[config.mk]
export PLATFORM = sky130hd
export DESIGN_NAME = pf2d_queue
export DESIGN_NICKNAME = d
export VERILOG_FILES = /design/src/hdl/pf2d_pkg.sv /design/src/hdl/pf2d_queue.sv
export SDC_FILE = /design/constraint.sdc
export NUM_CORES = 1
export LEC_CHECK = 0
export ABC_AREA = 1
export BUFFER_PORTS_ARGS = -buffer_cell sky130_fd_sc_hd__buf_4
export CAP_MARGIN = 20
export CORE_MARGIN = 4
export CORE_UTILIZATION = 45
export DETAILED_ROUTE_END_ITERATION = 8
export GPL_TIMING_DRIVEN = 0
export PLACE_DENSITY = 0.75
export SKIP_LAST_GASP = 1
export SLEW_MARGIN = 30
export SYNTH_ARGS = -nofsm -noshare
export SYNTH_HDL_FRONTEND = slang
export SYNTH_SLANG_ARGS = --single-unit
[constraint.sdc]
create_clock -name clk -period 2.5 [get_ports clk]
set_clock_uncertainty 0.2 [all_clocks]
set_input_delay 0.125 -clock clk [delete_from_list [all_inputs] [get_ports clk]]
set_output_delay 0.125 -clock clk [all_outputs]
set_load 0.005 [all_outputs]
[src/hdl/pf2d_pkg.sv]
package pf2d_pkg;

	// field and register widths
	localparam int SAMPLE_W   = 16;
	localparam int ROW_W      = 12;
	localparam int ROWS_W     = 13;
	localparam int CNT_W      = 7;   // column / channel counters
	localparam int OCOL_W     = 6;
	localparam int OCH_W      = 6;
	localparam int WIN_W      = 3;
	localparam int STEP_W     = 3;
	localparam int SLOT_W     = 3;   // row slot in the line store, up to 8 rows
	localparam int CFG_IDX_W  = 3;
	localparam int CFG_DATA_W = 13;
	localparam int WSQ_W      = 2 * WIN_W;
	localparam int SUM_W      = SAMPLE_W + WSQ_W;
	localparam int ROW_LIMIT  = 4096;

	// defaults for the top level parameters
	localparam int MAX_COLS_DEF     = 64;
	localparam int MAX_CHANNELS_DEF = 64;
	localparam int MAX_WINDOW_DEF   = 4;
	localparam int QUEUE_DEPTH_DEF  = 4;

	// register reset values
	localparam logic [ROWS_W-1:0] RST_IN_ROWS      = 13'd1;
	localparam logic [CNT_W-1:0]  RST_IN_COLS      = 7'd1;
	localparam logic [CNT_W-1:0]  RST_NUM_CHANNELS = 7'd1;
	localparam logic [WIN_W-1:0]  RST_WINDOW_SIZE  = 3'd2;
	localparam logic [STEP_W-1:0] RST_STEP_SIZE    = 3'd2;

	localparam logic MODE_MAX = 1'b0;
	localparam logic MODE_AVG = 1'b1;

	typedef enum logic [CFG_IDX_W-1:0] {
		REG_IN_ROWS      = 3'd0,
		REG_IN_COLS      = 3'd1,
		REG_NUM_CHANNELS = 3'd2,
		REG_WINDOW_SIZE  = 3'd3,
		REG_STEP_SIZE    = 3'd4,
		REG_POOL_MODE    = 3'd5
	} cfg_reg_t;

	// clamped configuration as seen by the datapath
	typedef struct packed {
		logic [ROWS_W-1:0] rows;
		logic [CNT_W-1:0]  cols;
		logic [CNT_W-1:0]  chans;
		logic [WIN_W-1:0]  win;
		logic [STEP_W-1:0] step;
		logic              mode;
	} cfg_t;

	// one classified request, front to back
	typedef struct packed {
		logic                       store_en;
		logic [SLOT_W-1:0]          slot;
		logic [CNT_W-1:0]           col;
		logic [CNT_W-1:0]           chan;
		logic signed [SAMPLE_W-1:0] sample;
		logic                       has_res;
		logic [ROW_W-1:0]           oy;
		logic [OCOL_W-1:0]          ox;
		logic                       last;
	} job_t;

	typedef enum logic [1:0] {
		F_IDLE,
		F_DIV,
		F_PUSH
	} front_state_t;

	typedef enum logic [2:0] {
		B_IDLE,
		B_READ,
		B_DRAIN,
		B_FIN,
		B_DIV
	} back_state_t;

endpackage

[src/hdl/pf2d_queue.sv]
module pf2d_queue #(
	parameter int DEPTH = pf2d_pkg::QUEUE_DEPTH_DEF
) (
	input  logic           clk,
	input  logic           arst_n,
	input  logic           push,
	input  pf2d_pkg::job_t job_in,
	output logic           full,
	input  logic           pop,
	output pf2d_pkg::job_t job_out,
	output logic           empty
);

	localparam int PW = (DEPTH > 1) ? $clog2(DEPTH) : 1;
	localparam int CW = $clog2(DEPTH + 1);

	pf2d_pkg::job_t mem_q [DEPTH];
	logic [PW-1:0]  rd_q, wr_q;
	logic [CW-1:0]  cnt_q;

	assign full    = (cnt_q == CW'(DEPTH));
	assign empty   = (cnt_q == '0);
	assign job_out = mem_q[rd_q];

	always_ff @(posedge clk) begin
		if (push) begin
			mem_q[wr_q] <= job_in;
		end
	end

	always_ff @(posedge clk or negedge arst_n) begin
		if (!arst_n) begin
			rd_q  <= '0;
			wr_q  <= '0;
			cnt_q <= '0;
		end else begin
			if (push) begin
				wr_q <= (wr_q == PW'(DEPTH - 1)) ? '0 : wr_q + PW'(1);
			end
			if (pop) begin
				rd_q <= (rd_q == PW'(DEPTH - 1)) ? '0 : rd_q + PW'(1);
			end
			if (push && !pop) begin
				cnt_q <= cnt_q + CW'(1);
			end else if (pop && !push) begin
				cnt_q <= cnt_q - CW'(1);
			end
		end
	end

	a_no_overflow: assert property (@(posedge clk) disable iff (!arst_n)
		push |-> !full) else $error("request pushed into a full queue");
	a_no_underflow: assert property (@(posedge clk) disable iff (!arst_n)
		pop |-> !empty) else $error("request popped from an empty queue");

endmodule

## After elaboration in Yosys (flattened, before gate mapping)

Memory sizes are Yosys's and may differ from the RTL's.
Index checks and enable logic that the tools add are counted.
Widths: inputs -> output; s select.

- Word-level logic and storage cells: 23
- Flip-flop bits (word level): 7
- Memories kept: 1
- Bits in writable memories: 216
- Input port bits: 58

- Equal/unequal tests: 3
- Muxes and demuxes: 6
- Add/subtract/negate cells: 4
- Reduce and logical (&&, ||, !) cells: 6

Memories:

| memory | depth | width | rd ports | clocked after Yosys merged registers in | write ports | line | text |
|---|---|---|---|---|---|---|---|
| mem_q | 4 | 54 | 1 | 0 | 1 | pf2d_queue.sv:17 | `pf2d_pkg::job_t mem_q [DEPTH];` |

Operators by type and width:

| kind | number |
|---|---|
| $mux 3 | 2 |
| $add 2x1->2 const B | 2 |
| $eq 2x2->1 const B | 2 |
| $mux 2 | 2 |
| $add 3x1->3 const B | 1 |
| $eq 3x3->1 const B | 1 |
| $logic_not 3->1 | 1 |
| $sub 3x1->3 const B | 1 |
| $logic_and 1x1->1 | 2 |
| $logic_not 1->1 | 2 |
| $mux 1 | 2 |
| $reduce_bool 2->1 | 1 |

## Depth between registers and ports, before layout

Gate-level depths: netlist of run 1.

- Word-level depth: 4
- Gate-level depth with buffers: 9

## Least setup slack after synthesis of run 1

No wires, ideal clock.

- Kind: reg2reg
- From: reg wr_q[0]
- To: mem mem_q[2][0] (netlist name), enable pin
- Period minus slack after synthesis: 2.327 ns
- Cell stages (with the launch flop): 5
- Buffers on the path: 0
- Arrival time: 1.719 ns
- Setup slack: 0.173 ns
- Cell sequence: dfrtp_1 inv_1 ha_1 nand2_1 inv_1

RTL lines:

| element | line | text |
|---|---|---|
| from (decl) | pf2d_queue.sv:18 | `logic [PW-1:0] rd_q, wr_q;` |
| from (signal assigned) | pf2d_queue.sv:38 | `wr_q <= (wr_q == PW'(DEPTH - 1)) ? '0 : wr_q + PW'(1);` |
| to (decl) | pf2d_queue.sv:17 |  |

No word-level cell before the write port.

==> results.json, run 1 <==
{
  "place_congestion": 0.7284,
  "antenna-diode-count": 0,
  "grt_pass1_wl_um": 30900,
  "synth_seq_area_share_pct": 72.36,
  "timing.critical_path.from_type": "flop",
  "fin_area_um2": 11740,
  "routedWlPerCell_um": 17.11,
  "die-width_um": 151.0,
  "via_count": 5656,
  "antenna_found_initial": 0,
  "dp.cells": 1068,
  "synth_cell_types": 19,
  "vias_per_cell": 4.851,
  "tightestPinTransition_ns": 0.6098,
  "netlist_area_um2": 9206,
  "final-hold-violation-count": 0,
  "timing.fmax_mhz": 420.5,
  "drive_gt1_share_pct": 24.44,
  "finalCriticalPeriod_ns": 2.378,
  "chipHeight_um": 151.0,
  "hold_class": "input pin to flop",
  "firstDrtPassIters": 4,
  "seq_area_um2": 6661,
  "final_cell_mix": "edfxtp_1 (216), nand2_1 (177), inv_1 (115)",
  "peakVddDrop_uv": 785.2,
  "synth_cells": 681,
  "grt_max_degree": 37,
  "clkLatencyLatePin_ns": 0.49,
  "setup_viol": 0,
  "pre_cts_ws_ns": 0.6364,
  "fp-row-count": 52,
  "cts_tree": "done",
  "status": "finished clean",
  "crit_fanout": 10,
  "final_common_cell": "edfxtp_1",
  "core_area_um2": 20170,
  "maxSlewViolCount": 0,
  "die_area_um2": 22810,
  "ys.flop_type": "edfxtp_1",
  "worstSetupPathType": "flop to primary output",
  "post_dp_cell_area_um2": 10480,
  "numCtsBuffers": 23,
  "fillerInstances": 1608,
  "root_buffer": "clkbuf_16",
  "dp_hpwl_um": 12190,
  "drt_wl_total_um": 19950,
  "portBuffers": 113,
  "nets": 946,
  "clk_path_buf_depth": 3,
  "synth-edff-count": 216,
  "gr-total-overflow": 0,
  "fin_ws_ns": 0.1220,
  "htreeDepth": 1,
  "drtIter0Drc": 216,
  "initial_core_util_pct": 45.65,
  "layout.cells.non_filler": 1166,
  "critical_path_required_ns": 2.17,
  "multi_input_area_um2": 1828,
  "end_kind": "primary output",
  "rsz0062_at_grt": "no",
  "slew_headroom_pct": 59.35,
  "max_cap_viol_count": 0,
  "clock_sinks": 223,
  "critPathArrivalTime_ns": 2.05,
  "track_usage_pct": 17.67,
  "fin_crit_sh_pct": 95.12,
  "ios": 114,
  "grt_pass1_vias": 5750,
  "postSynthNetCount": 746,
  "clk_pin_slew_ns": 0.06,
  "drc_errors": 0,
  "ys_warn_count": 0,
  "syn_to_final_growth_pct": 27.55,
  "p_leak_nw": 4.819,
  "syn_avg_cell_area_um2": 13.52,
  "power_mw": 12.50,
  "ys_ff_latch": 223,
  "powerDensity_nw_per_um2": 1064,
  "ant_nets": 0,
  "ys_async_sr_fraction_pct": 3.139
}
area by class of cell:
cell class / instances / area share (%)
Sequential cell: 223 / 56.73
Multi-Input combinational cell: 303 / 15.57
Timing Repair Buffer: 175 / 12.85
Clock buffer: 27 / 5.029
Inverter: 121 / 3.996
Tap cell: 270 / 2.877
Buffer: 34 / 2.195
Clock inverter: 13 / 0.7565
through the flow:
stage,util [%],setup TNS (ns),hold slack [ns]
after floorplan,-,0,-0.3706
after global placement,51.53,-128.80,-0.2585
after detailed placement,51.97,0,-0.2576
after CTS,58.22,0,0.1325
after global routing,58.22,0,0.1527
final,58.22,0,0.1585
synthesized netlist by cell type, drive strengths merged, types with 2 or more instances:
master	count	area [um^2]
buf	27	231.5
clkbuf	7	26.28
dfrtp	7	175.2
edfxtp	216	6486
ha	6	75.07
inv	121	459.2
nand2	177	664.4
nor2	2	7.510
nor3	2	10.01
o211ai	108	1011
o21ai	4	20.02
what timing repair did:
item / CTS / global route
hold buffers: 58 / 0
endpoints found under the setup margin: 0 / 1
setup buffers: 0 / 0
resized for setup: 0 / 1
hold endpoints to repair: 231 / 0
per-layer routing:
metal / wire length (um) / track usage [%] / vias to the layer above
met5: 0 / 0 / -
met4: 456 / 4.805 / 0
met3: 1061 / 2.902 / 36
met2: 10210 / 31.26 / 162
met1: 8222 / 22.63 / 2692
li1: - / - / 2766
worst max-delay path: stages, from the launching register on:
cell      delay (ns)
dfrtp_1         0.42
inv_4           0.14
buf_1           0.49
nand2_1         0.12
o211ai_1        0.12
nand2_1         0.11
buf_4           0.15
final timing paths:
check | end | depth (start not counted) | from | slack (ns)
worst max register to register | mem_q[0][16]$_DFFE_PP_ | 5 | wr_q[0]$_DFFE_PN0P_ | 0.66
worst min register to register | cnt_q[2]$_DFFE_PN0P_ | 2 | cnt_q[2]$_DFFE_PN0P_ | 0.32
worst min-delay path | mem_q[2][48]$_DFFE_PP_ | 2 | job_in[48] | 0.16
max in group asynchronous | rd_q[0]$_DFFE_PN0P_ | 3 | arst_n | 1.41
worst max-delay path | job_out[44] | 6 | rd_q[0]$_DFFE_PN0P_ | 0.12
min in group asynchronous | cnt_q[1]$_DFFE_PN0P_ | 3 | arst_n | 0.44
state kept, by name (all words and copies together) (netlist names):
signal  flops
cnt_q       3
mem_q     216
rd_q        2
wr_q        2
power by group:
group	internal [mW]	switching, mW
Sequential	4.79	0.180
Clock	1.78	1.32
Combinational	1.87	2.55
Total	8.44	4.05
kinds of logic (layout without fill, tap and decap cells):
logic type / Yosys count / in the layout / share of synthesized area [%]
buffers and inverters: 155 / 370 / 7.787
XOR/XNOR: 1 / 1 / 0.09515
flip-flops: 223 / 223 / 72.36
AO/OA/AOI/OAI: 112 / 112 / 11.20
AND/OR/NAND/NOR: 183 / 183 / 7.529
adder cells (fa/ha/maj): 7 / 7 / 1.033
No activity file was read; power rests on OpenSTA's default activity.
==> inputs of run 2 (changes only) <==
Settings changed: PLACE_DENSITY 0.75 to 0.63.
==> results.json, run 2 (same netlist as run 1, synthesis figures left out) <==
{
  "final_common_cell": "edfxtp_1",
  "drc_errors": 0,
  "clkPwrFrac_pct": 26.4,
  "die-width_um": 151.0,
  "dp_hpwl_um": 12440,
  "cts_tree": "done",
  "final-hold-violation-count": 0,
  "timing.fmax_mhz": 424.0,
  "place_congestion": 0.7515,
  "cp_num_buf_inv": 3,
  "fp-row-count": 52,
  "holdWs_ns": 0.1704,
  "initial_core_util_pct": 45.65,
  "clkLatencyLatePin_ns": 0.49,
  "portBuffers": 113,
  "rsz0062_at_grt": "yes",
  "clock_sinks": 223,
  "setup_viol": 0,
  "path_cells": "inv_4 -> buf_1 -> nand2_1 -> o211ai_1 -> nand2_1 -> buf_4",
  "root_buffer": "clkbuf_16",
  "maxSlewViolCount": 0,
  "tightestPinTransition_ns": 0.6280,
  "final_cell_mix": "edfxtp_1 (216), nand2_1 (177), inv_1 (115)",
  "critPathMostFrequentCell": "nand2_1",
  "critPathArrivalTime_ns": 2.03,
  "slowest_stage": "buf_1",
  "routedWlPerCell_um": 17.11,
  "clk_path_buf_depth": 3,
  "vias_per_cell": 4.870,
  "switching_share_pct": 31.65,
  "grt_pass1_wl_um": 31020,
  "drive_gt1_share_pct": 24.75,
  "timing.critical_path.from_type": "flop",
  "crit_fanout": 10,
  "critical_path_required_ns": 2.17,
  "dp.cells": 1068,
  "antenna_found_initial": 0,
  "p_sw_mw": 4.049,
  "pwr-share-comb_pct": 34.6,
  "drtIter0Drc": 241,
  "r2r_slack_ns": 0.47,
  "ios": 114,
  "numCtsBuffers": 23,
  "via_count": 5683,
  "max_cap_viol_count": 0,
  "cp_top_family": "buffers and inverters",
  "syn_to_final_growth_pct": 28.36,
  "layout.cells.non_filler": 1167,
  "clk_pin_slew_ns": 0.06,
  "finalCriticalPeriod_ns": 2.359,
  "track_usage_pct": 17.56,
  "worstSetupPathType": "flop to primary output",
  "gr-total-overflow": 0,
  "antenna-diode-count": 0,
  "grt_max_degree": 31,
  "p_leak_nw": 4.858,
  "seqPwrFrac_pct": 38.9,
  "drt_wl_total_um": 19970,
  "htreeDepth": 1,
  "worst_path_largest_cell_delay_ns": 0.51,
  "firstDrtPassIters": 4,
  "slew_headroom_pct": 58.13,
  "largest_register": "mem_q",
  "peakVddDrop_uv": 587.6,
  "p_int_mw": 8.744,
  "grt_pass1_vias": 5923,
  "ant_nets": 0,
  "hold_class": "input pin to flop",
  "fin_crit_sh_pct": 94.34,
  "powerDensity_nw_per_um2": 1083,
  "end_kind": "primary output",
  "die_area_um2": 22810,
  "largest_register_ffs": 216,
  "top_regs": "mem_q (216), cnt_q (3)",
  "core_area_um2": 20170,
  "nets": 946,
  "setup_tns_ns": 0,
  "chipHeight_um": 151.0,
  "status": "finished clean"
}
## run 2: cell count changes in the layout (fill, tap and decap cells not counted), sizes merged
cell,change
clkinv,+1
inv,-1
bufinv,+3
clkbuf,-2
## run 2: area by class of cell
| class | count | area [um^2] |
|---|---|---|
| inverters | 121 | 469.2 |
| repair buffers | 175 | 1509 |
| fillers | 1609 | 8352 |
| plain buffers | 34 | 257.7 |
| well taps | 270 | 337.8 |
| multi-input cells | 303 | 1828 |
| clock inverters | 16 | 171.4 |
| clock buffers | 25 | 583.1 |
| flip-flops and latches | 223 | 6661 |
## run 2: per-stage QoR
stage | worst slack, ns | cell area (um^2) | power (mW) | utilization, %
after floorplan | 0.1730 | 9206 | 7.438 | -
after CTS | 0.1132 | 11820 | 12.99 | 58.59
final | 0.1414 | 11820 | 12.79 | 58.59
after detailed placement | 0.4730 | 10480 | 9.509 | 51.97
after global placement | -0.8080 | 10390 | 9.358 | 51.53
after global routing | -0.001213 | 11820 | 13.56 | 58.59
## run 2: worst paths after layout
kind / start / end / depth (start not counted)
max in group asynchronous: arst_n / wr_q[1]$_DFFE_PN0P_ / 3
min in group asynchronous: arst_n / cnt_q[1]$_DFFE_PN0P_ / 3
worst max register to register: wr_q[0]$_DFFE_PN0P_ / mem_q[2][10]$_DFFE_PP_ / 5
worst max-delay path: rd_q[0]$_DFFE_PN0P_ / job_out[33] / 6
worst min-delay path: job_in[30] / mem_q[2][30]$_DFFE_PP_ / 2
worst min register to register: cnt_q[2]$_DFFE_PN0P_ / cnt_q[2]$_DFFE_PN0P_ / 2
## run 2: timing repair
| item | 4_1_cts | 5_1_grt |
|---|---|---|
| hold endpoints to repair | 230 | 0 |
| setup buffers | 0 | 0 |
| setup endpoints to repair | 0 | 2 |
| hold buffers | 58 | 0 |
| gates resized for setup | 0 | 1 |
## run 2: power by group through the flow
stage | combinational [mW] | clock (mW) | sequential (mW)
floorplan | 2.40 | 0 | 5.03
global placement | 4.28 | 0 | 5.08
detailed placement | 4.45 | 0 | 5.06
CTS | 4.54 | 3.47 | 4.98
global route | 4.90 | 3.63 | 5.02
finish | 4.43 | 3.38 | 4.98
## run 2: metal layers
layer / part of all wire (%) / GRT usage, %
met5: 0 / 0
met4: 1.1 / 3.672
met3: 4.5 / 2.992
met2: 52 / 31.06
met1: 42 / 22.91
