==> config.mk <==
export PLATFORM = sky130hd
export DESIGN_NAME = pf2d_front_flat
export DESIGN_NICKNAME = d
export VERILOG_FILES = /design/src/hdl/pf2d_pkg.sv /design/src/hdl/pf2d_if.sv /design/src/hdl/pf2d_front.sv /design/src/flat_wrapper.sv
export SDC_FILE = /design/constraint.sdc
export NUM_CORES = 1
export LEC_CHECK = 0
export BUFFER_PORTS_ARGS = -buffer_cell sky130_fd_sc_hd__buf_2
export CAP_MARGIN = 10
export CORE_UTILIZATION = 61
export CTS_BUF_LIST = sky130_fd_sc_hd__clkbuf_4
export DETAILED_ROUTE_END_ITERATION = 10
export PLACE_DENSITY = 0.79
export SLEW_MARGIN = 20
export SYNTH_ARGS = -nofsm -noshare
export SYNTH_HDL_FRONTEND = slang
export SYNTH_SLANG_ARGS = --single-unit
export TNS_END_PERCENT = 20
==> constraint.sdc <==
create_clock -name clk -period 4.3 [get_ports clk]
set_clock_uncertainty 0.15 [all_clocks]
set_input_delay 0.215 -clock clk [delete_from_list [all_inputs] [get_ports clk]]
set_output_delay 0.215 -clock clk [all_outputs]
set_load 0.1 [all_outputs]
==> src/hdl/pf2d_pkg.sv <==
package pf2d_pkg;

	// field and register widths
	localparam int SAMPLE_W   = 16;
	localparam int ROW_W      = 12;
	localparam int ROWS_W     = 13;
	localparam int CNT_W      = 7;   // column / channel counters
	localparam int OCOL_W     = 6;
	localparam int OCH_W      = 6;
	localparam int WIN_W      = 3;
	localparam int STEP_W     = 3;
	localparam int SLOT_W     = 3;   // row slot in the line store, up to 8 rows
	localparam int CFG_IDX_W  = 3;
	localparam int CFG_DATA_W = 13;
	localparam int WSQ_W      = 2 * WIN_W;
	localparam int SUM_W      = SAMPLE_W + WSQ_W;
	localparam int ROW_LIMIT  = 4096;

	// defaults for the top level parameters
	localparam int MAX_COLS_DEF     = 64;
	localparam int MAX_CHANNELS_DEF = 64;
	localparam int MAX_WINDOW_DEF   = 4;
	localparam int QUEUE_DEPTH_DEF  = 4;

	// register reset values
	localparam logic [ROWS_W-1:0] RST_IN_ROWS      = 13'd1;
	localparam logic [CNT_W-1:0]  RST_IN_COLS      = 7'd1;
	localparam logic [CNT_W-1:0]  RST_NUM_CHANNELS = 7'd1;
	localparam logic [WIN_W-1:0]  RST_WINDOW_SIZE  = 3'd2;
	localparam logic [STEP_W-1:0] RST_STEP_SIZE    = 3'd2;

	localparam logic MODE_MAX = 1'b0;
	localparam logic MODE_AVG = 1'b1;

	typedef enum logic [CFG_IDX_W-1:0] {
		REG_IN_ROWS      = 3'd0,
		REG_IN_COLS      = 3'd1,
		REG_NUM_CHANNELS = 3'd2,
		REG_WINDOW_SIZE  = 3'd3,
		REG_STEP_SIZE    = 3'd4,
		REG_POOL_MODE    = 3'd5
	} cfg_reg_t;

	// clamped configuration as seen by the datapath
	typedef struct packed {
		logic [ROWS_W-1:0] rows;
		logic [CNT_W-1:0]  cols;
		logic [CNT_W-1:0]  chans;
		logic [WIN_W-1:0]  win;
		logic [STEP_W-1:0] step;
		logic              mode;
	} cfg_t;

	// one classified request, front to back
	typedef struct packed {
		logic                       store_en;
		logic [SLOT_W-1:0]          slot;
		logic [CNT_W-1:0]           col;
		logic [CNT_W-1:0]           chan;
		logic signed [SAMPLE_W-1:0] sample;
		logic                       has_res;
		logic [ROW_W-1:0]           oy;
		logic [OCOL_W-1:0]          ox;
		logic                       last;
	} job_t;

	typedef enum logic [1:0] {
		F_IDLE,
		F_DIV,
		F_PUSH
	} front_state_t;

	typedef enum logic [2:0] {
		B_IDLE,
		B_READ,
		B_DRAIN,
		B_FIN,
		B_DIV
	} back_state_t;

endpackage

==> src/hdl/pf2d_if.sv <==
interface pf2d_in_if;
	logic                                 valid;
	logic                                 ready;
	logic signed [pf2d_pkg::SAMPLE_W-1:0] sample;
	logic                                 frame_start;

	modport source(output valid, output sample, output frame_start, input ready);
	modport sink(input valid, input sample, input frame_start, output ready);
endinterface


==> src/hdl/pf2d_front.sv <==
module pf2d_front #(
	parameter int MAX_COLS     = pf2d_pkg::MAX_COLS_DEF,
	parameter int MAX_CHANNELS = pf2d_pkg::MAX_CHANNELS_DEF,
	parameter int MAX_WINDOW   = pf2d_pkg::MAX_WINDOW_DEF
) (
	input  logic            clk,
	input  logic            arst_n,
	input  pf2d_pkg::cfg_t  cfg,
	pf2d_in_if.sink         samples,
	output logic            push,
	output pf2d_pkg::job_t  job,
	input  logic            full
);

	localparam int NLANE = 4;  // row offset, column offset, last row, last column
	localparam int ROW_W = pf2d_pkg::ROW_W;
	localparam int CNT_W = pf2d_pkg::CNT_W;
	localparam int SLOT_W = pf2d_pkg::SLOT_W;
	localparam int STEP_W = pf2d_pkg::STEP_W;
	localparam logic [3:0] ITER_LAST = 4'(ROW_W - 1);

	pf2d_pkg::front_state_t state_q, state_d;

	logic [ROW_W-1:0]  row_q;
	logic [CNT_W-1:0]  col_q, chan_q;
	logic [SLOT_W-1:0] slot_q;
	logic              cand_q;
	logic [3:0]        iter_q;
	pf2d_pkg::job_t    job_q;
	logic [ROW_W-1:0]  dvd_q [NLANE];
	logic [STEP_W-1:0] rem_q [NLANE];

	logic              accept;
	logic [ROW_W-1:0]  r;
	logic [CNT_W-1:0]  c, ch;
	logic [SLOT_W-1:0] s;
	logic              cand;
	logic [ROW_W-1:0]  lane_init [NLANE];
	logic [ROW_W-1:0]  dvd_n [NLANE];
	logic [STEP_W-1:0] rem_n [NLANE];
	logic [STEP_W:0]   rem_sh [NLANE];
	logic              ge [NLANE];
	logic [CNT_W:0]    ch_inc, c_inc;
	logic [ROW_W:0]    r_inc;
	logic [ROW_W-1:0]  row_n;
	logic [CNT_W-1:0]  col_n, chan_n;
	logic [SLOT_W-1:0] slot_n;

	assign accept = samples.valid && samples.ready;

	// position of this sample and the next one
	always_comb begin
		r  = samples.frame_start ? '0 : row_q;
		c  = samples.frame_start ? '0 : col_q;
		ch = samples.frame_start ? '0 : chan_q;
		s  = samples.frame_start ? '0 : slot_q;

		cand = ({1'b0, r} < cfg.rows) && (c < cfg.cols) && (ch < cfg.chans)
			&& (({1'b0, r} + 13'd1) >= 13'(cfg.win))
			&& ((8'(c) + 8'd1) >= 8'(cfg.win));

		lane_init[0] = ROW_W'({1'b0, r} + 13'd1 - 13'(cfg.win));
		lane_init[1] = ROW_W'(c) + 12'd1 - ROW_W'(cfg.win);
		lane_init[2] = ROW_W'(cfg.rows - 13'(cfg.win));
		lane_init[3] = ROW_W'(cfg.cols) - ROW_W'(cfg.win);

		ch_inc = {1'b0, ch} + 8'd1;
		c_inc  = {1'b0, c} + 8'd1;
		r_inc  = {1'b0, r} + 13'd1;
		row_n  = r;
		col_n  = c;
		chan_n = CNT_W'(ch_inc);
		slot_n = s;
		if (ch_inc >= {1'b0, cfg.chans}) begin
			chan_n = '0;
			col_n  = CNT_W'(c_inc);
			if (c_inc >= {1'b0, cfg.cols}) begin
				col_n = '0;
				if (r_inc >= cfg.rows) begin
					row_n  = '0;
					slot_n = '0;
				end else begin
					row_n  = ROW_W'(r_inc);
					slot_n = (s == SLOT_W'(MAX_WINDOW - 1)) ? '0 : s + 3'd1;
				end
			end
		end
	end

	// one restoring division step per lane, all by the stride
	always_comb begin
		for (int i = 0; i < NLANE; i++) begin
			rem_sh[i] = {rem_q[i], dvd_q[i][ROW_W-1]};
			ge[i]     = rem_sh[i] >= {1'b0, cfg.step};
			rem_n[i]  = ge[i] ? STEP_W'(rem_sh[i] - {1'b0, cfg.step}) : rem_sh[i][STEP_W-1:0];
			dvd_n[i]  = {dvd_q[i][ROW_W-2:0], ge[i]};
		end
	end

	always_ff @(posedge clk or negedge arst_n) begin
		if (!arst_n) begin
			state_q <= pf2d_pkg::F_IDLE;
		end else begin
			state_q <= state_d;
		end
	end

	always_comb begin
		state_d       = state_q;
		samples.ready = 1'b0;
		push          = 1'b0;
		unique case (state_q)
			pf2d_pkg::F_IDLE: begin
				samples.ready = 1'b1;
				if (samples.valid) begin
					state_d = cand ? pf2d_pkg::F_DIV : pf2d_pkg::F_PUSH;
				end
			end
			pf2d_pkg::F_DIV: begin
				if (iter_q == ITER_LAST) begin
					state_d = pf2d_pkg::F_PUSH;
				end
			end
			pf2d_pkg::F_PUSH: begin
				push = !full;
				if (!full) begin
					state_d = pf2d_pkg::F_IDLE;
				end
			end
			default: state_d = pf2d_pkg::F_IDLE;
		endcase
	end

	always_comb begin
		job         = job_q;
		job.has_res = cand_q && (rem_q[0] == '0) && (rem_q[1] == '0);
		job.oy      = dvd_q[0];
		job.ox      = dvd_q[1][pf2d_pkg::OCOL_W-1:0];
		job.last    = (dvd_q[0] == dvd_q[2]) && (dvd_q[1] == dvd_q[3])
			&& (job_q.chan == cfg.chans - 7'd1);
	end

	always_ff @(posedge clk or negedge arst_n) begin
		if (!arst_n) begin
			row_q  <= '0;
			col_q  <= '0;
			chan_q <= '0;
			slot_q <= '0;
			cand_q <= 1'b0;
			iter_q <= '0;
		end else if (accept) begin
			row_q  <= row_n;
			col_q  <= col_n;
			chan_q <= chan_n;
			slot_q <= slot_n;
			cand_q <= cand;
			iter_q <= '0;
		end else if (state_q == pf2d_pkg::F_DIV) begin
			iter_q <= iter_q + 4'd1;
		end
	end

	always_ff @(posedge clk) begin
		if (accept) begin
			job_q.store_en <= (int'(c) < MAX_COLS) && (int'(ch) < MAX_CHANNELS);
			job_q.slot     <= s;
			job_q.col      <= c;
			job_q.chan     <= ch;
			job_q.sample   <= samples.sample;
			job_q.has_res  <= 1'b0;
			job_q.oy       <= '0;
			job_q.ox       <= '0;
			job_q.last     <= 1'b0;
			for (int i = 0; i < NLANE; i++) begin
				dvd_q[i] <= lane_init[i];
				rem_q[i] <= '0;
			end
		end else if (state_q == pf2d_pkg::F_DIV) begin
			for (int i = 0; i < NLANE; i++) begin
				dvd_q[i] <= dvd_n[i];
				rem_q[i] <= rem_n[i];
			end
		end
	end

endmodule

==> src/flat_wrapper.sv <==
// flat-port wrapper written by rule: the top's interface ports become plain ports
module pf2d_front_flat 
#(
	parameter int MAX_COLS     = pf2d_pkg::MAX_COLS_DEF,
	parameter int MAX_CHANNELS = pf2d_pkg::MAX_CHANNELS_DEF,
	parameter int MAX_WINDOW   = pf2d_pkg::MAX_WINDOW_DEF
)
  (clk, arst_n, cfg, push, job, full, samples_valid, samples_sample, samples_frame_start, samples_ready);
  pf2d_in_if samples_i ();
  input  logic clk;
  input  logic arst_n;
  input  pf2d_pkg::cfg_t cfg;
  output logic push;
  output pf2d_pkg::job_t job;
  input  logic full;
  input wire logic [$bits(samples_i.valid)-1:0] samples_valid;
  input wire logic [$bits(samples_i.sample)-1:0] samples_sample;
  input wire logic [$bits(samples_i.frame_start)-1:0] samples_frame_start;
  output wire logic [$bits(samples_i.ready)-1:0] samples_ready;
  assign samples_i.valid = samples_valid;
  assign samples_i.sample = samples_sample;
  assign samples_i.frame_start = samples_frame_start;
  assign samples_ready = samples_i.ready;
  pf2d_front #(.MAX_COLS(MAX_COLS), .MAX_CHANNELS(MAX_CHANNELS), .MAX_WINDOW(MAX_WINDOW)) u_core (.clk(clk), .arst_n(arst_n), .cfg(cfg), .samples(samples_i), .push(push), .job(job), .full(full));
endmodule
Word level (Yosys, flattened, before mapping)
Memories as Yosys holds them, arrays and structs flattened.
Cells that the tools add are included.
{"block": "classes", "add_sub_neg": 15, "n_mul": 0, "n_div": 0, "order_cmp": 14, "n_eq_ne": 10, "n_shift": 0, "mux": 40, "bitwise_logic": 8, "reduce_logical": 16}
{"cell": "two-way mux 12 bit", "count": 8}
{"cell": "two-way mux 3 bit", "count": 13}
{"cell": "subtractor 12 x 3 -> 12 bit", "count": 3}
{"cell": "two-way mux 7 bit", "count": 5}
{"cell": "adder 7 x 1 -> 8 bit, second input constant", "count": 3}
{"cell": "== test 12 bit", "count": 2}
{"cell": "greater-or-equal comparator 4 x 3 -> 1 bit", "count": 4}
{"cell": "greater-or-equal comparator 8 x 7 -> 1 bit", "count": 2}
{"cell": "< comparator 7 bit", "count": 2}
{"cell": "< comparator 7 bit, second input constant", "count": 2}
{"cell": "adder 12 x 1 -> 13 bit, second input constant", "count": 1}
{"cell": "greater-or-equal comparator 13 bit", "count": 1}
{"cell": "greater-or-equal comparator 13 x 3 -> 1 bit", "count": 1}
{"cell": "< comparator 12 x 13 -> 1 bit", "count": 1}
{"cell": "subtractor 3 bit", "count": 4}
{"cell": "logical AND 1 bit", "count": 10}
{"cell": "greater-or-equal comparator 8 x 3 -> 1 bit", "count": 1}
{"cell": "two-way mux 2 bit", "count": 4}
{"cell": "two-way mux 4 bit", "count": 2}
{"cell": "bitwise OR 1 bit", "count": 8}
{"cell": "subtractor 7 x 3 -> 8 bit", "count": 1}
{"cell": "== test 7 bit", "count": 1}
{"cell": "two-way mux 1 bit", "count": 7}
{"cell": "subtractor 7 x 1 -> 7 bit, second input constant", "count": 1}
{"cell": "other kinds (14)", "count": 16}
{"block": "totals", "regBits": 70, "latch_bits": 0, "ramBits": 60, "rom_bits": 0, "in_bits": 55, "out_inout_bits": 56, "elab_cells": 117, "mem_count": 2}
{"name": "u_core.dvd_q", "depth": 4, "word_bits": 12, "read_ports": 4, "rd_clocked_by_memory_dff": 0, "wr": 4, "line_no": "pf2d_front.sv:30", "rtl": "logic [ROW_W-1:0] dvd_q [NLANE];"}
{"name": "u_core.rem_q", "depth": 4, "word_bits": 3, "read_ports": 4, "rd_clocked_by_memory_dff": 0, "wr": 4, "line_no": "pf2d_front.sv:31", "rtl": "logic [STEP_W-1:0] rem_q [NLANE];"}

Longest topological paths before layout
{"block": "depth", "depth_word": 9, "depth_mapped": 17, "depth_no_buf": 15}

Worst setup path before layout
No wires, ideal clock.
{"block": "synth_path", "path_kind": "register to output", "startpoint": "memory u_core.rem_q[1][2]", "endpoint": "output job[19] in the netlist's numbering", "t_arrival_ps": 3850, "slack_ps": 85, "stages_incl_launch_ff": 3, "path_buffers": 0, "cell_sequence": "edfxtp_1 -> or4b_2 -> nor4_1"}
{"item": "start: declaration", "line_no": "pf2d_front.sv:31"}
{"item": "end: declaration", "line_no": "flat_wrapper.sv:14", "rtl": "output pf2d_pkg::job_t job;"}

Final worst setup path
{"block": "layout_path", "startpoint": "register u_core.col_q[1]", "endpoint": "register u_core.slot_q[0]"}
{"block": "layout_via", "elab_chain_cells": 5}
{"item": "start: declaration", "line_no": "pf2d_front.sv:25", "rtl": "logic [CNT_W-1:0] col_q, chan_q;"}
{"item": "start signal: assignment", "line_no": "pf2d_front.sv:153", "rtl": "col_q <= col_n;"}
{"item": "two-way mux 7 bit", "line_no": "pf2d_front.sv:54", "rtl": "c = samples.frame_start ? '0 : col_q;"}
{"item": "via u_core.c[1]", "line_no": "pf2d_front.sv:35", "rtl": "logic [CNT_W-1:0] c, ch;"}
{"item": "adder 7 x 1 -> 8 bit", "line_no": "pf2d_front.sv:68", "rtl": "c_inc = {1'b0, c} + 8'd1;"}
{"item": "greater-or-equal comparator 8 x 7 -> 1 bit", "line_no": "pf2d_front.sv:77", "rtl": "if (c_inc >= {1'b0, cfg.cols}) begin"}
{"item": "two-way mux 3 bit", "line_no": "pf2d_front.sv:77"}
{"item": "two-way mux 3 bit", "line_no": "pf2d_front.sv:74", "rtl": "if (ch_inc >= {1'b0, cfg.chans}) begin"}
{"item": "end signal: assignment", "line_no": "pf2d_front.sv:155", "rtl": "slot_q <= slot_n;"}
{"item": "end: declaration", "line_no": "pf2d_front.sv:26", "rtl": "logic [SLOT_W-1:0] slot_q;"}
The timed path passes the listed nets, and every way through them passes these cells.
A chain may end at the register's enable or synchronous reset.

==> impl_results.md <==
- Critical Path End Type: flip-flop
- RSZ-0062 raised after global routing: no
- Final Max Slew Viols: 0
- Worst slack, placed: 0.697 ns
- Clk sink count: 130
- Sequential element share of the synthesized area: 42.1%
- Final-report hold violation count: 0
- # DRC: 0
- VDD IR max: 0.351 mV
- GRT overflow: 0
- Critical path type: reg -> reg
- Min-delay worst type: in -> reg
- Finished Core Util: 71.5%
- Initial antenna violation count: 1
- Synth cell types: 73
- Most frequent cells after synthesis: edfxtp_1, nand2_1, ha_1, nor2_1
- Routability cong.: 0.865
- Die Span X: 122 um
- Root Driver: clkbuf_4
- Headroom to the max-slew limit: 34.2%
- Iteration-0 DRC Markers: 692
- Clk Latency, worst-skew pair: 0.56 ns
- Die ar.: 15,000 sq um
- Setup tns final: 0 ns
- Largest area contributor in the netlist: edfxtp_1
- DRT antenna net count: 0
- Top Ports: 111
- Core region area: approximately 14,000 sq um
- Crit path required time: approximately 4.6 ns
- Flops & latches, synth: 130
- Asr flop ratio synth: 27.7%
- CP Max Fanout: 11
- Multi-input gate area: about 4600 sq um
- Synth Instances: 889
- H-tree Lvls: 4
- Finish-stage setup viols: 0
- Power per cell area: 465 nW/um^2
- CTS tree: done
- MaxCap Viol Count: 0
- Fmax: 264 MHz
- Fillers: 1,077
- Syn-to-layout area delta: 13.1%
- Syn Std Cell Area: 8840 sq um
- Number of flops mapped to enable cells by yosys: 94
- Leakage power: 0.00445 uW
- # nets final: 1,143
- Drt wl/cell: 17.3 um
- Initial Util: 63.2%
- Clock-pin slew on the worst setup and hold paths: 0.13 ns
- Slew at the pin closest to its max-slew limit: 0.983 ns
- Global-route wire length before repair: roughly 33,000 um
- Vias: 7,053
- Site Rows: 43
- Yosys warnings: 0
- Vias per cell: 5.88
- Most frequent cell after synthesis: edfxtp_1
- Max clock buf depth: 2
- Initial DRT Pass Iterations: 5
- CP arrival: just over 4 ns
- Reg area: 3720 sq um
- Total wire length: 20,800 um
- Final HPWL DP: 15,600 um
- Die span in y: around 120 um
- Vias in the first global route: 6,746
- Top cells by area, synth: edfxtp_1, ha_1, dfrtp_1, xnor2_1, nand2_1
- Share of cells above drive strength 1: about 17%
- Post-Syn Nets: 1,026
- Final worst setup slack: between 0.5 and 0.6 ns
- GRT Util Overall: 29.3%
- Post-synth top flop: edfxtp_1
- Fin crit period: between 3 and 4 ns
- CTS-repair resized insts: 0
- Largest net degree at the start of global routing: 65
- Startpoint Class: flip-flop
- Final period util: roughly nine tenths
- Run status: finished, final reports clean
- Port-buffer cells: 109
- Hold path cells: 4
- Post-synth top area share: 31.9%
- Total CTS buffers: 17
- Mapped Avg Cell Area: roughly 10 sq um
- R2R cell count: 12
[stage by stage]
| step | instances | total power (uW) | cell area [sq um] | hold slack, ns |
|---|---|---|---|---|
| after floorplan | 889 | 3410 | 8840 | -0.231 |
| after global placement | 1138 | 3740 | 9410 | 0.219 |
| after detailed placement | 1138 | 3770 | 9410 | 0.221 |
| after CTS | 1199 | 4660 | 10000 | 0.000172 |
| after global routing | 1200 | 4880 | 10000 | 0.0199 |
| final | 1200 | 4660 | 10000 | 0.0372 |
[state kept, by name, summed over array words and instances (netlist names)]
signal	cells
u_core.cand_q	1
u_core.chan_q	7
u_core.col_q	7
u_core.dvd_q	48
u_core.iter_q	4
u_core.job	34
u_core.rem_q	12
u_core.row_q	12
u_core.slot_q	3
u_core.state_q	2
[path summary, 6_finish.rpt]
check / from / to / slack (ns)
hold / removal: cfg[30] / u_core.dvd_q[2][10]$_DFFE_PP_ / 0.04
hold reg to reg: u_core.slot_q[2]$_DFFE_PN0P_ / u_core.slot_q[2]$_DFFE_PN0P_ / 0.34
min in group asynchronous: arst_n / u_core.chan_q[6]$_DFFE_PN0P_ / 0.14
setup reg to reg: u_core.col_q[1]$_DFFE_PN0P_ / u_core.slot_q[0]$_DFFE_PN0P_ / 0.51
max in group asynchronous: arst_n / u_core.row_q[7]$_DFFE_PN0P_ / 3.30
setup / recovery: u_core.col_q[1]$_DFFE_PN0P_ / u_core.slot_q[0]$_DFFE_PN0P_ / 0.51
[critical path: stages, from the launching register on]
cell	delay, ns
dfrtp_1	0.38
nor2b_1	0.34
ha_1	0.36
nand3_1	0.23
xnor2_1	0.29
inv_1	0.12
ha_1	0.22
a2111oi_0	0.50
a22o_1	0.33
o2bb2ai_4	0.22
nand2_1	0.09
nand2_1	0.30
a22o_1	0.21
[cell families after synthesis]
group	Yosys count	synth area share (%)
adders and majority gates	84	12.5
muxes	6	0.693
DFF	130	42.1
buffers and inverters	109	5.67
xor gates and xnor gates	87	8.62
AOI/OAI and AO/OA	182	13.8
and+or+nand+nor	291	16.5
[repair_timing]
item,in CTS,in global routing
hold buffers,29,0
buffers inserted,0,0
endpoints found under the hold margin,67,0
[power breakdown]
group / leakage (uW) / switching [uW] / internal (uW)
registers: 0.00138 / 180 / 1690
logic: 0.00291 / 1420 / 484
clock network: 0.000157 / 518 / 363
total: 0.00445 / 2120 / 2540
[area by class of cell]
class | instances | area share [%]
inverters | 60 | 2.25
diodes | 1 | 0.0250
well taps | 180 | 2.25
flip-flops and latches | 130 | 37.2
multi-input cells | 650 | 46.2
clock buffers | 17 | 1.28
clock inverters | 15 | 1.70
repair buffers | 147 | 9.03
[routing by layer]
layer  up-vias  track usage [%]  part of all wire [%]
met4         0             11.1                   2.7
met3        50             4.23                   6.1
met1      3363             40.1                    44
met2       252             47.4                    47
li1       3388                -                     -
met5         -                0                     0
[cells in the final DEF (no fill, tap or decap), drive strengths merged, types with 17 or more instances in the layout]
master / netlist / routed
a21o: 20 / 20
a21oi: 39 / 39
buf: 31 / 118
clkbuf: 18 / 17
dfrtp: 36 / 36
dlygate4sd3: 0 / 29
edfxtp: 94 / 94
ha: 74 / 74
inv: 59 / 68
nand2: 85 / 85
nand3: 26 / 26
nand4: 17 / 17
nor2: 72 / 72
nor2b: 30 / 30
o21ai: 54 / 54
xnor2: 58 / 58
xor2: 29 / 29
(Power assumes the default switching activity.)
